[config.mk]
export PLATFORM = sky130hd
export DESIGN_NAME = hvcbs_ctrl
export DESIGN_NICKNAME = d
export VERILOG_FILES = /design/src/rtl/hvcbs_pkg.sv /design/src/rtl/hvcbs_ctrl.sv
export SDC_FILE = /design/constraint.sdc
export NUM_CORES = 1
export LEC_CHECK = 0
export BUFFER_PORTS_ARGS = -buffer_cell sky130_fd_sc_hd__buf_2
export CAP_MARGIN = 20
export CELL_PAD_IN_SITES_DETAIL_PLACEMENT = 1
export CELL_PAD_IN_SITES_GLOBAL_PLACEMENT = 2
export CORE_UTILIZATION = 21
export CTS_BUF_LIST = sky130_fd_sc_hd__clkbuf_16
export CTS_CLUSTER_DIAMETER = 100
export CTS_CLUSTER_SIZE = 20
export DETAILED_ROUTE_END_ITERATION = 10
export PLACE_DENSITY = 0.73
export SYNTH_ARGS = -nofsm -noshare
export SYNTH_HDL_FRONTEND = slang
export SYNTH_SLANG_ARGS = --single-unit
[constraint.sdc]
create_clock -name clk -period 2.35 [get_ports clk]
set_clock_uncertainty 0.05 [all_clocks]
set_input_delay 0 -clock clk [delete_from_list [all_inputs] [get_ports clk]]
set_output_delay 0 -clock clk [all_outputs]
set_load 0.05 [all_outputs]
[src/rtl/hvcbs_pkg.sv]
// ----------------------------------------------------------------------------
// hvcbs_pkg
// Shared constants, codes and controller/datapath types for the color
// boundary search block.
// ----------------------------------------------------------------------------
package hvcbs_pkg;

    localparam int COLS_MAX   = 1024;
    localparam int MAX_HEIGHT = 1024;

    // field and register widths
    localparam int POS_W  = 10;
    localparam int DIM_W  = 11;
    localparam int FF_W   = 8;
    localparam int FILL_W = DIM_W + FF_W;
    localparam int SH_W   = 4;
    localparam int KIND_W = 2;

    // column store word: {seen, top row, bottom row}
    localparam int WORD_W = 1 + 2 * POS_W;

    localparam logic [SH_W-1:0] SHIFT_MAX = SH_W'(10);

    // input item kinds
    localparam logic [KIND_W-1:0] KIND_PIXEL = 2'd0;
    localparam logic [KIND_W-1:0] KIND_QUERY = 2'd1;
    localparam logic [KIND_W-1:0] KIND_FRAME = 2'd2;

    // result kinds
    localparam logic RES_ROW   = 1'b0;
    localparam logic RES_QUERY = 1'b1;

    typedef enum logic [2:0] {
        ST_CLEAR,
        ST_IDLE,
        ST_PIX_RD,
        ST_PIX_WR,
        ST_ROW_END,
        ST_QRY_RD,
        ST_QRY_OUT
    } hvcbs_state_t;

    typedef struct packed {
        logic capture;
        logic clear_start;
        logic clear_step;
        logic rd_query;
        logic pix_write;
        logic row_end;
        logic qry_load;
    } hvcbs_cmd_t;

    typedef struct packed {
        logic pix_live;
        logic row_last;
        logic clear_last;
        logic out_full;
    } hvcbs_stat_t;

endpackage

[src/rtl/hvcbs_ctrl.sv]
// ----------------------------------------------------------------------------
// hvcbs_ctrl
// Sequencer: accepts items, steps the column store read-modify-write,
// row-end evaluation, queries and the clearing pass.
// ----------------------------------------------------------------------------
module hvcbs_ctrl
    import hvcbs_pkg::*;
(
    input  logic              clk,
    input  logic              rst_n,
    input  logic              in_valid,
    input  logic [KIND_W-1:0] in_kind,
    input  hvcbs_stat_t       stat,
    output logic              in_ready,
    output hvcbs_cmd_t        cmd
);

    hvcbs_state_t state_reg;
    hvcbs_state_t state_next;

    always_ff @(posedge clk or negedge rst_n)
    begin
        if (!rst_n)
        begin
            state_reg <= ST_CLEAR;
        end
        else
        begin
            state_reg <= state_next;
        end
    end

    always_comb
    begin
        state_next = state_reg;
        cmd        = '0;
        in_ready   = 1'b0;
        case (state_reg)
            ST_CLEAR:
            begin
                cmd.clear_step = 1'b1;
                if (stat.clear_last)
                begin
                    state_next = ST_IDLE;
                end
            end
            ST_IDLE:
            begin
                in_ready = 1'b1;
                if (in_valid)
                begin
                    cmd.capture = 1'b1;
                    case (in_kind)
                        KIND_PIXEL:
                        begin
                            // pixels past the last row are dropped
                            if (stat.pix_live)
                            begin
                                state_next = ST_PIX_RD;
                            end
                        end
                        KIND_QUERY:
                        begin
                            state_next = ST_QRY_RD;
                        end
                        KIND_FRAME:
                        begin
                            cmd.clear_start = 1'b1;
                            state_next      = ST_CLEAR;
                        end
                        default:
                        begin
                            state_next = ST_IDLE;
                        end
                    endcase
                end
            end
            ST_PIX_RD:
            begin
                state_next = ST_PIX_WR;
            end
            ST_PIX_WR:
            begin
                cmd.pix_write = 1'b1;
                state_next    = stat.row_last ? ST_ROW_END : ST_IDLE;
            end
            ST_ROW_END:
            begin
                if (!stat.out_full)
                begin
                    cmd.row_end = 1'b1;
                    state_next  = ST_IDLE;
                end
            end
            ST_QRY_RD:
            begin
                cmd.rd_query = 1'b1;
                state_next   = ST_QRY_OUT;
            end
            ST_QRY_OUT:
            begin
                // keep the read address so the data holds while stalled
                cmd.rd_query = 1'b1;
                if (!stat.out_full)
                begin
                    cmd.qry_load = 1'b1;
                    state_next   = ST_IDLE;
                end
            end
            default:
            begin
                state_next = ST_IDLE;
            end
        endcase
    end

endmodule

**After elaboration in Yosys (flattened, before gate mapping)**

Index checks and enable logic that the tools add are counted.

- Register bits after elaboration: 3
- Output and inout port bits: 8
- Logic and storage cells: 35

- Equal/unequal tests: 12
- Multiplexer cells: 17
- Reduce and logical (&&, ||, !) cells: 5

Operators with widths:

| kind | count |
|---|---|
| one-hot mux 3 bit (6 select lines) | 1 |
| two-way mux 3 bit | 5 |
| == test 3 bit, second input constant | 3 |
| one-hot mux 3 bit (3 select lines) | 1 |
| two-way mux 1 bit | 8 |
| == test 3 x 2 -> 1 bit, second input constant | 2 |
| inequality test 2 bit, second input constant | 3 |
| two-way mux 2 bit | 2 |
| AND reduction 4 bit | 1 |
| OR reduction 2 bit | 2 |
| == test 3 x 1 -> 1 bit, second input constant | 1 |
| logical NOT 3 bit | 1 |
| inequality test 3 bit, second input constant | 1 |
| == test 2 x 1 -> 1 bit, second input constant | 1 |
| == test 2 bit, second input constant | 1 |
| logical NOT 2 bit | 1 |

**Depth between registers and ports, before layout**

Gate-level depths: netlist of run 1.

- Depth after elaboration: 4
- Mapped depth: 4
- Depth with buffers taken out: 3

**Worst setup path after synthesis of run 1**

Ideal clock, no wire load.

- Path kind: register to output
- Start: register state_reg[1]
- End: output port cmd[5] (netlist bit)
- Arrival: 1.943 ns
- Data required time: 2.300 ns
- Slack: 0.357 ns
- Cell stages (with the launch flop): 5
- Buffers on the path: 1
- Cells stage by stage: dfrtp_1 > buf_6 > nand2b_4 > nor2_1 > and3_1

RTL lines:

| item | RTL line | RTL |
|---|---|---|
| start: declaration | hvcbs_ctrl.sv:18 | `hvcbs_state_t state_reg;` |
| start signal: assignment | hvcbs_ctrl.sv:29 | `state_reg <= state_next;` |
| end: declaration | hvcbs_ctrl.sv:15 | `output hvcbs_cmd_t cmd` |

==> results of run 1 <==
-- layout make-up --
class	instances	area [um^2]	share of cell area, %
multi-input cells	30	185	40.7
flip-flops and latches	3	75.1	16.5
clock inverters	1	3.75	0.824
inverters	2	7.51	1.65
clock buffers	3	75.1	16.5
well taps	15	18.8	4.12
repair buffers	17	90.1	19.8
-- per-stage QoR --
stage	setup slack [ns]	utilization [%]	hold slack (ns)	cell area [um^2]
global placement	1.05	28.2	-0.252	367
finish	0.806	35.0	0.0526	455
floorplan	0.357	-	-0.346	292
global route	0.660	35.0	0.0858	455
CTS	0.786	35.0	0.0540	455
detailed placement	1.03	28.2	-0.252	367
-- per-layer routing --
layer	vias to the layer above	routed length (um)
li1	167	-
met1	141	390
met2	10	363
met3	0	29
met4	0	0
met5	-	0
-- synthesized netlist by cell type (all sizes together) --
| cell | count | share of area [%] |
|---|---|---|
| or2b | 2 | 5.1 |
| a31oi | 3 | 6.4 |
| o21ai | 1 | 1.7 |
| nor3 | 3 | 5.1 |
| nand2 | 2 | 2.6 |
| nor2b | 2 | 4.3 |
| a21boi | 1 | 2.6 |
| inv | 2 | 2.6 |
| nor2 | 5 | 6.4 |
| o31a | 1 | 3.0 |
| buf | 3 | 8.2 |
| or3 | 1 | 2.1 |
| a21oi | 1 | 1.7 |
| a211oi | 1 | 4.3 |
| and3 | 1 | 2.1 |
| o22ai | 1 | 2.1 |
| nand2b | 4 | 11 |
| dfrtp | 3 | 26 |
| o31ai | 1 | 2.6 |
-- placed cells by master, fill, tap and decap left out --
cell type,instances
a211oi_2,1
buf_2,16
dfrtp_1,3
inv_1,3
and3_1,1
nor3_1,3
o22ai_1,1
a21oi_1,1
nand2b_1,3
nand2b_4,1
or2b_1,2
nor2b_1,2
or3_1,1
nor2_1,5
o31ai_1,1
a21boi_0,1
o21ai_0,1
a31oi_1,3
nand2_1,2
dlygate4sd3_1,1
clkbuf_16,3
o31a_1,1
-- worst min-delay path by stage --
stage	from	to	slack, ns	depth (start not counted)
3_5_place_dp	rst_n	state_reg[2]	-0.25	1
2_1_floorplan	rst_n	state_reg[0]	-0.35	0
4_1_cts	rst_n	state_reg[1]	0.05	2
6_report	rst_n	state_reg[1]	0.05	2
5_1_grt	rst_n	state_reg[1]	0.09	2
3_3_place_gp	rst_n	state_reg[0]	-0.25	1
-- cell families after synthesis --
logic type	count (synthesis)
AND/OR/NAND/NOR	20
AO/OA/AOI/OAI	10
buffers and inverters	5
flip-flops	3
-- power groups by stage --
stage | logic (uW) | clock network, uW | registers (uW)
floorplan | 400 | 0 | 84.2
global placement | 408 | 0 | 135
detailed placement | 409 | 0 | 138
CTS | 413 | 267 | 138
global route | 448 | 271 | 147
finish | 406 | 264 | 137
-- worst max-delay path: stages, from the launching register on --
cell	delay [ns]
dfrtp_1	0.46
nand2b_4	0.19
nor2_1	0.19
and3_1	0.18
buf_2	0.25
-- timing repair --
item | CTS | global route
hold buffers | 1 | 0
buffers inserted | 0 | 0
endpoints found under the setup margin | 0 | 0
hold endpoints to repair | 3 | 0
gates resized for setup | 0 | 0
==> results.yml, run 1 <==
cts:
  cts_sinks: 3
  clk_pin_slew_ns: 0.03
  htree_num_levels: 1
  cts_tree: "yes"
  numCtsBuffers: 3
  clock_latency_ns: 0.22
  clockRootBuffer: "clkbuf_16"
  clockBufferDepth: 2
critical_path:
  crit-reg2reg-capture: "state_reg[2]"
  reg2reg_depth: 3
  endpoint: "cmd[5]"
  r2r_slack_ns: 1.07
  crit_type: "flop to output pin"
  critPathLaunch: "state_reg[1]"
  end_kind: "output pin"
  cp.required_ns: 2.30
  crit_arrival_ns: 1.49
  worstSetupStartpointType: "flop"
  reg2reg_from: "state_reg[1]"
  critical_path.max_fanout: 9
place:
  gp_congestion: 0.646
  io_buffers: 16
  dp.cells: 66
  dp_hpwl_um: 609
pwr:
  combPwrFrac_pct: 50.4
  clockPowerShare_pct: 32.7
  powerDensity_mw_per_mm2: 1770
  p_sw_share_pct: 48.2
  power_frac_seq_pct: 17.0
  internal-power_uw: 418
  p_total_uw: 807
  ir_drop_uv: 565
  p_leak_uw: 0.000224
  power.switching_uw: 389
final_layout:
  drive_above_1_share_pct: 37.5
  fin_nets: 66
  n_fill_cell: 174
  area_growth_pct: 56.2
  largest_reg_flops: 3
  num_antenna_cells: 0
  fin_cells: 71
timing:
  rsz0062_at_grt: "false"
  clock.fmax_ghz: 0.648
  post-route-min-period_ns: 1.54
  tns_ns: 0
  drv_slew: 0
  slew_headroom_pct: 76.3
  hold_viol_final: 0
  tightestPinTransition_ns: 0.355
  fin_crit_sh_pct: 65.7
  finalSetupViolCount: 0
synth:
  synthSimpleGateAreaFrac_pct: 39.1
  synthXorXnorAreaFrac_pct: 0
  synth_area_um2: 292
  synth_compound_area_share_pct: 24.5
  syn_nets: 47
  syn_inst: 38
  yosys.area_share.adder_pct: 0
  yosysSeqAreaShare_pct: 25.8
  ys_warn_count: 0
  ys_ff_latch: 3
  synth_top_family_by_area: "simple AND/OR/NAND/NOR gates"
  ys_types: 22
  avgSynthCellArea_um2: 7.67
  synthMuxAreaShare_pct: 0
global_route:
  grt_start_max_net_pins: 13
  grt_pass1_vias: 291
  grt.total_usage_pct: 14.0
  use_met3_pct: 5.11
  busiest_layer: "met2"
  grt-ovfl-total: 0
  grt_pass1_wl_um: 1330
  met2_usage_pct: 18.3
  antenna_found_initial: 0
  grtUsageMet1_pct: 18.3
route:
  drtAntennaViolNets: 0
  num_vias: 318
  wl_per_cell_um: 11.0
  drt-total-wl_um: 783
  drt_pass1_iterations: 2
  drt_drc_violations_left: 0
  initialDrtViolationCount: 3
  vias_per_cell: 4.48
min_path:
  hp-class: "input pin to asynchronous set/reset pin"
run:
  maxCapViolCount: 0
floorplanning:
  rows: 13
  core_area_mm2: 0.00130
  start_util_pct: 22.4
  pin_count: 17
  die_h_um: 39.3
  die_x_um: 39.3
  dieArea_mm2: 0.00154
run_status:
  status: "finished clean"
Power figures use the tool's default switching activity.
==> run 2, diff against run 1 <==
CORE_UTILIZATION = 18   (was 21)
PLACE_DENSITY = 0.66   (was 0.73)
clock period = 1.4 ns   (was 2.35 ns; I/O delays follow)
==> run 2 against run 1 <==
Effect of this change:
- core utilization down 0.86 points
- die area up 16%
- total power up 87%
- count of clock-buffer cells in the layout unchanged
- non-clock buffer count up 4
- critical path depth down 1
- design area up 13%
- clock power up 71%
- combinational power up 120%
- flip-flop and latch count unchanged
- sequential share of layout area down 1.9 points
- largest cell class unchanged
- largest power group unchanged
==> results.yml, run 2 (synthesis results as in run 1) <==
final_layout:
  largest_reg_flops: 3
  area_growth_pct: 76.4
  stdcell_area_um2: 514
  drive_above_1_share_pct: 48.3
  register_area_um2: 75.1
  n_fill_cell: 196
  final_cell_mix: "14 x buf_2, 5 x buf_4, 4 x nor2_1"
  multiInputGateArea_um2: 208
  final_core_util_pct: 34.1
  num_antenna_cells: 0
  final_common_cell: "buf_2"
  fin_nets: 70
global_route:
  grt-ovfl-total: 0
  grt_pass1_wl_um: 1460
  grt_pass1_vias: 364
  grt_start_max_net_pins: 7
  grt.total_usage_pct: 11.5
  antenna_found_initial: 0
timing:
  hold_slack_ns: 0.0514
  drv_slew: 0
  tightestPinTransition_ns: 0.292
  tns_ns: 0
  slew_headroom_pct: 80.3
  rsz0062_at_grt: "false"
  hold_viol_final: 0
  fin_crit_sh_pct: 95.9
  clock.fmax_ghz: 0.744
  finalSetupViolCount: 0
  setup_ws_ns: 0.0567
  post-route-min-period_ns: 1.34
cts:
  clock_latency_ns: 0.23
  numCtsBuffers: 3
  cts_tree: "yes"
  clockRootBuffer: "clkbuf_16"
  clockBufferDepth: 2
  clk_pin_slew_ns: 0.03
  htree_num_levels: 1
  cts_sinks: 3
place:
  dp_hpwl_um: 692
  gp_congestion: 0.671
  pre_cts_slack_ns: 0.211
  io_buffers: 16
  dpl-instance-area_um2: 420
min_path:
  hp-class: "input pin to asynchronous set/reset pin"
run:
  maxCapViolCount: 0
floorplanning:
  die_h_um: 42.2
  dieArea_mm2: 0.00178
  die_x_um: 42.2
  start_util_pct: 19.4
  rows: 14
  pin_count: 17
  core_area_mm2: 0.00151
route:
  initialDrtViolationCount: 2
  num_vias: 348
  drtAntennaViolNets: 0
  drt_pass1_iterations: 2
  wl_per_cell_um: 11.2
  drt_drc_violations_left: 0
  vias_per_cell: 4.58
  drt-total-wl_um: 851
critical_path:
  crit_arrival_ns: 1.29
  end_kind: "output pin"
  critical_path.max_fanout: 4
  crit_type: "flop to output pin"
  cp.required_ns: 1.35
  worstSetupStartpointType: "flop"
run_status:
  status: "finished clean"
pwr:
  powerDensity_mw_per_mm2: 2940
  p_leak_uw: 0.000251
  ir_drop_uv: 681
==> run 2: per-layer routing <==
metal,vias to the layer above,share of wire (%),GRT usage (%)
met4,0,2.8,9.38
met1,156,42,12.2
met3,3,6.8,4.31
met2,14,48,17.8
met5,-,0,0
li1,175,-,-
==> run 2: cell type report <==
cell class                      instances  area share [%]
Multi-Input combinational cell         30            40.4
Timing Repair Buffer                   21            24.3
Sequential cell                         3            14.6
Clock buffer                            3            14.6
Tap cell                               16            3.89
Inverter                                2            1.46
Clock inverter                          1           0.730
==> run 2: worst max-delay path, cell delays in order (launching register included) <==
cell      delay, ns
dfrtp_1        0.42
or2b_1         0.26
a21boi_1       0.15
clkbuf_4       0.24
==> run 2: timing repair <==
item | in CTS | in global routing
buffers inserted | 0 | 0
gates resized for setup | 0 | 3
endpoints found under the setup margin | 0 | 2
endpoints found under the hold margin | 3 | 0
hold buffers | 1 | 0
==> run 2: power by group <==
| part | leakage [uW] | switching (uW) | total [uW] | internal, uW |
|---|---|---|---|---|
| clock network | 0.0000423 | 83.1 | 452 | 369 |
| registers | 0.0000378 | 40.0 | 167 | 127 |
| logic | 0.000171 | 592 | 892 | 299 |
| total | 0.000251 | 715 | 1510 | 795 |
==> run 2: per-stage QoR <==
stage | power (uW) | instances
after global routing | 1590 | 76
after floorplan | 872 | 38
after detailed placement | 1060 | 71
final | 1510 | 76
after CTS | 1520 | 76
after global placement | 1060 | 71
==> run 2: final timing paths <==
path | start | to | slack [ns] | depth (start not counted)
min | rst_n | state_reg[2] | 0.05 | 2
min reg2reg | state_reg[0] | state_reg[1] | 0.67 | 2
max reg2reg | state_reg[1] | state_reg[2] | 0.21 | 3
max | state_reg[0] | cmd[3] | 0.06 | 3
min in group clk | in_kind[0] | state_reg[2] | 0.06 | 3
max in group asynchronous | rst_n | state_reg[0] | 1.14 | 2
==> run 3, diff against run 2 <==
CORE_UTILIZATION = 19   (was 18)
clock period = 1.3 ns   (was 1.4 ns; I/O delays follow)
==> run 3 against run 2 <==
Effect of this change:
- the flow now finishes with violations (negative setup slack)
- final cell count is 1.3% higher
- flip-flop and latch count stayed put
- largest power group unchanged
- total power is 14% higher
- register-to-register slack worse by 0.17 ns
- hold slack worse by 0.0011 ns
- largest cell class unchanged
- core utilization is 6.3 points higher
- via count is 0.86% lower
- first-iteration DRC count stayed put
- global-route usage is 1.9 points higher
- design area is 7.5% higher
==> results.yml, run 3 (synthesis results as in run 1) <==
final_layout:
  n_fill_cell: 176
  fin_cells: 77
  fin_nets: 72
  num_antenna_cells: 0
  drive_above_1_share_pct: 53.2
  largest_reg_flops: 3
  final_common_cell: "buf_2"
  final_cell_mix: "11 x buf_2, 9 x buf_4, 4 x nor2_1"
  area_growth_pct: 89.7
critical_path:
  worstSetupStartpointType: "flop"
  critical_path.max_fanout: 6
  path_delay_family: "flip-flops"
  crit_arrival_ns: 1.29
  end_kind: "output pin"
  crit_chain: "or2b_1 -> a21boi_1 -> buf_4"
  reg2reg_from: "state_reg[1]"
  crit_type: "flop to output pin"
  cp_num_buf_inv: 1
  critPathLaunch: "state_reg[0]"
  cp.required_ns: 1.25
  critPathMaxStageDelay_ns: 0.44
  critPathSlowestCell: "dfrtp_2"
place:
  dp_hpwl_um: 668
  pre_cts_slack_ns: 0.0964
  io_buffers: 16
  gp_congestion: 0.673
  dp.cells: 70
timing:
  hold_viol_final: 0
  rsz0062_at_grt: "true"
  drv_slew: 0
  fin_crit_sh_pct: 103
  tns_ns: -0.0407
  hold_slack_ns: 0.0503
  post-route-min-period_ns: 1.34
  finalSetupViolCount: 1
  setup_ws_ns: -0.0407
  tightestPinTransition_ns: 0.247
  clock.fmax_ghz: 0.746
  slew_headroom_pct: 83.6
cts:
  cts_tree: "yes"
  numCtsBuffers: 3
  clk_pin_slew_ns: 0.03
  clockBufferDepth: 2
  cts_sinks: 3
  clockRootBuffer: "clkbuf_16"
  clock_latency_ns: 0.22
  htree_num_levels: 1
route:
  num_vias: 345
  drt_drc_violations_left: 0
  drt-total-wl_um: 885
  wl_per_cell_um: 11.5
  vias_per_cell: 4.48
  drtAntennaViolNets: 0
  drt_pass1_iterations: 4
  initialDrtViolationCount: 2
floorplanning:
  die_h_um: 41.2
  dieArea_mm2: 0.00169
  pin_count: 17
  rows: 13
  die_x_um: 41.2
  core_area_mm2: 0.00137
  start_util_pct: 21.3
run:
  maxCapViolCount: 0
pwr:
  p_leak_uw: 0.000261
  ir_drop_uv: 1380
  powerDensity_mw_per_mm2: 3110
run_status:
  status: "finished with violations"
  violations: "negative setup slack"
global_route:
  grt_pass1_vias: 319
  grt_pass1_wl_um: 1320
  grt.total_usage_pct: 13.4
  antenna_found_initial: 0
  grt-ovfl-total: 0
  grt_start_max_net_pins: 7
min_path:
  hp-class: "input pin to flop"
  hold_start: "stat[3]"
==> run 3: what timing repair did <==
action	4_1_cts	5_1_grt
endpoints found under the setup margin	6	3
resized for setup	9	1
pin swaps	1	3
hold buffers	1	0
buffers inserted	0	2
hold endpoints to repair	3	0
==> run 3: final cells by class <==
class	count	area [um^2]	share of cell area, %
clock buffers	3	75.1	13.6
clock inverters	1	3.75	0.679
inverters	2	7.51	1.36
multi-input cells	30	213	38.5
flip-flops and latches	3	76.3	13.8
well taps	15	18.8	3.39
repair buffers	23	159	28.7
==> run 3: power breakdown <==
group | internal (uW) | switching, uW | leakage (uW)
logic | 406 | 643 | 0.000182
clock network | 397 | 85.3 | 0.0000423
registers | 140 | 47.8 | 0.0000370
==> run 3: through the flow <==
step | total power, uW | utilization, % | area, um^2
CTS | 1670 | 39.1 | 534
detailed placement | 1120 | 30.7 | 419
global placement | 1130 | 30.7 | 419
global route | 1830 | 40.5 | 553
finish | 1720 | 40.5 | 553
floorplan | 939 | - | 314
==> run 3: tightest hold or removal path: cells and delay by family <==
family | cells | cell delay, ns
AOI/OAI and AO/OA | 2 | 0.19
buffers and inverters | 1 | 0.09
==> run 3: path summary, 6_finish.rpt <==
path | endpoint | slack [ns] | depth (start not counted)
worst max-delay path | cmd[3] | -0.04 | 3
worst min-delay path | state_reg[1] | 0.05 | 3
min in group asynchronous | state_reg[2] | 0.06 | 2
worst min register to register | state_reg[0] | 0.49 | 1
worst max register to register | state_reg[2] | 0.04 | 4
max in group asynchronous | state_reg[0] | 1.02 | 2
==> run 3: routing by layer <==
| layer | GRT usage, % | wire length (um) |
|---|---|---|
| met1 | 14.5 | 413 |
| met3 | 6.52 | 56 |
| met4 | 12.1 | 0 |
| met2 | 18.8 | 415 |
| met5 | 0 | 0 |
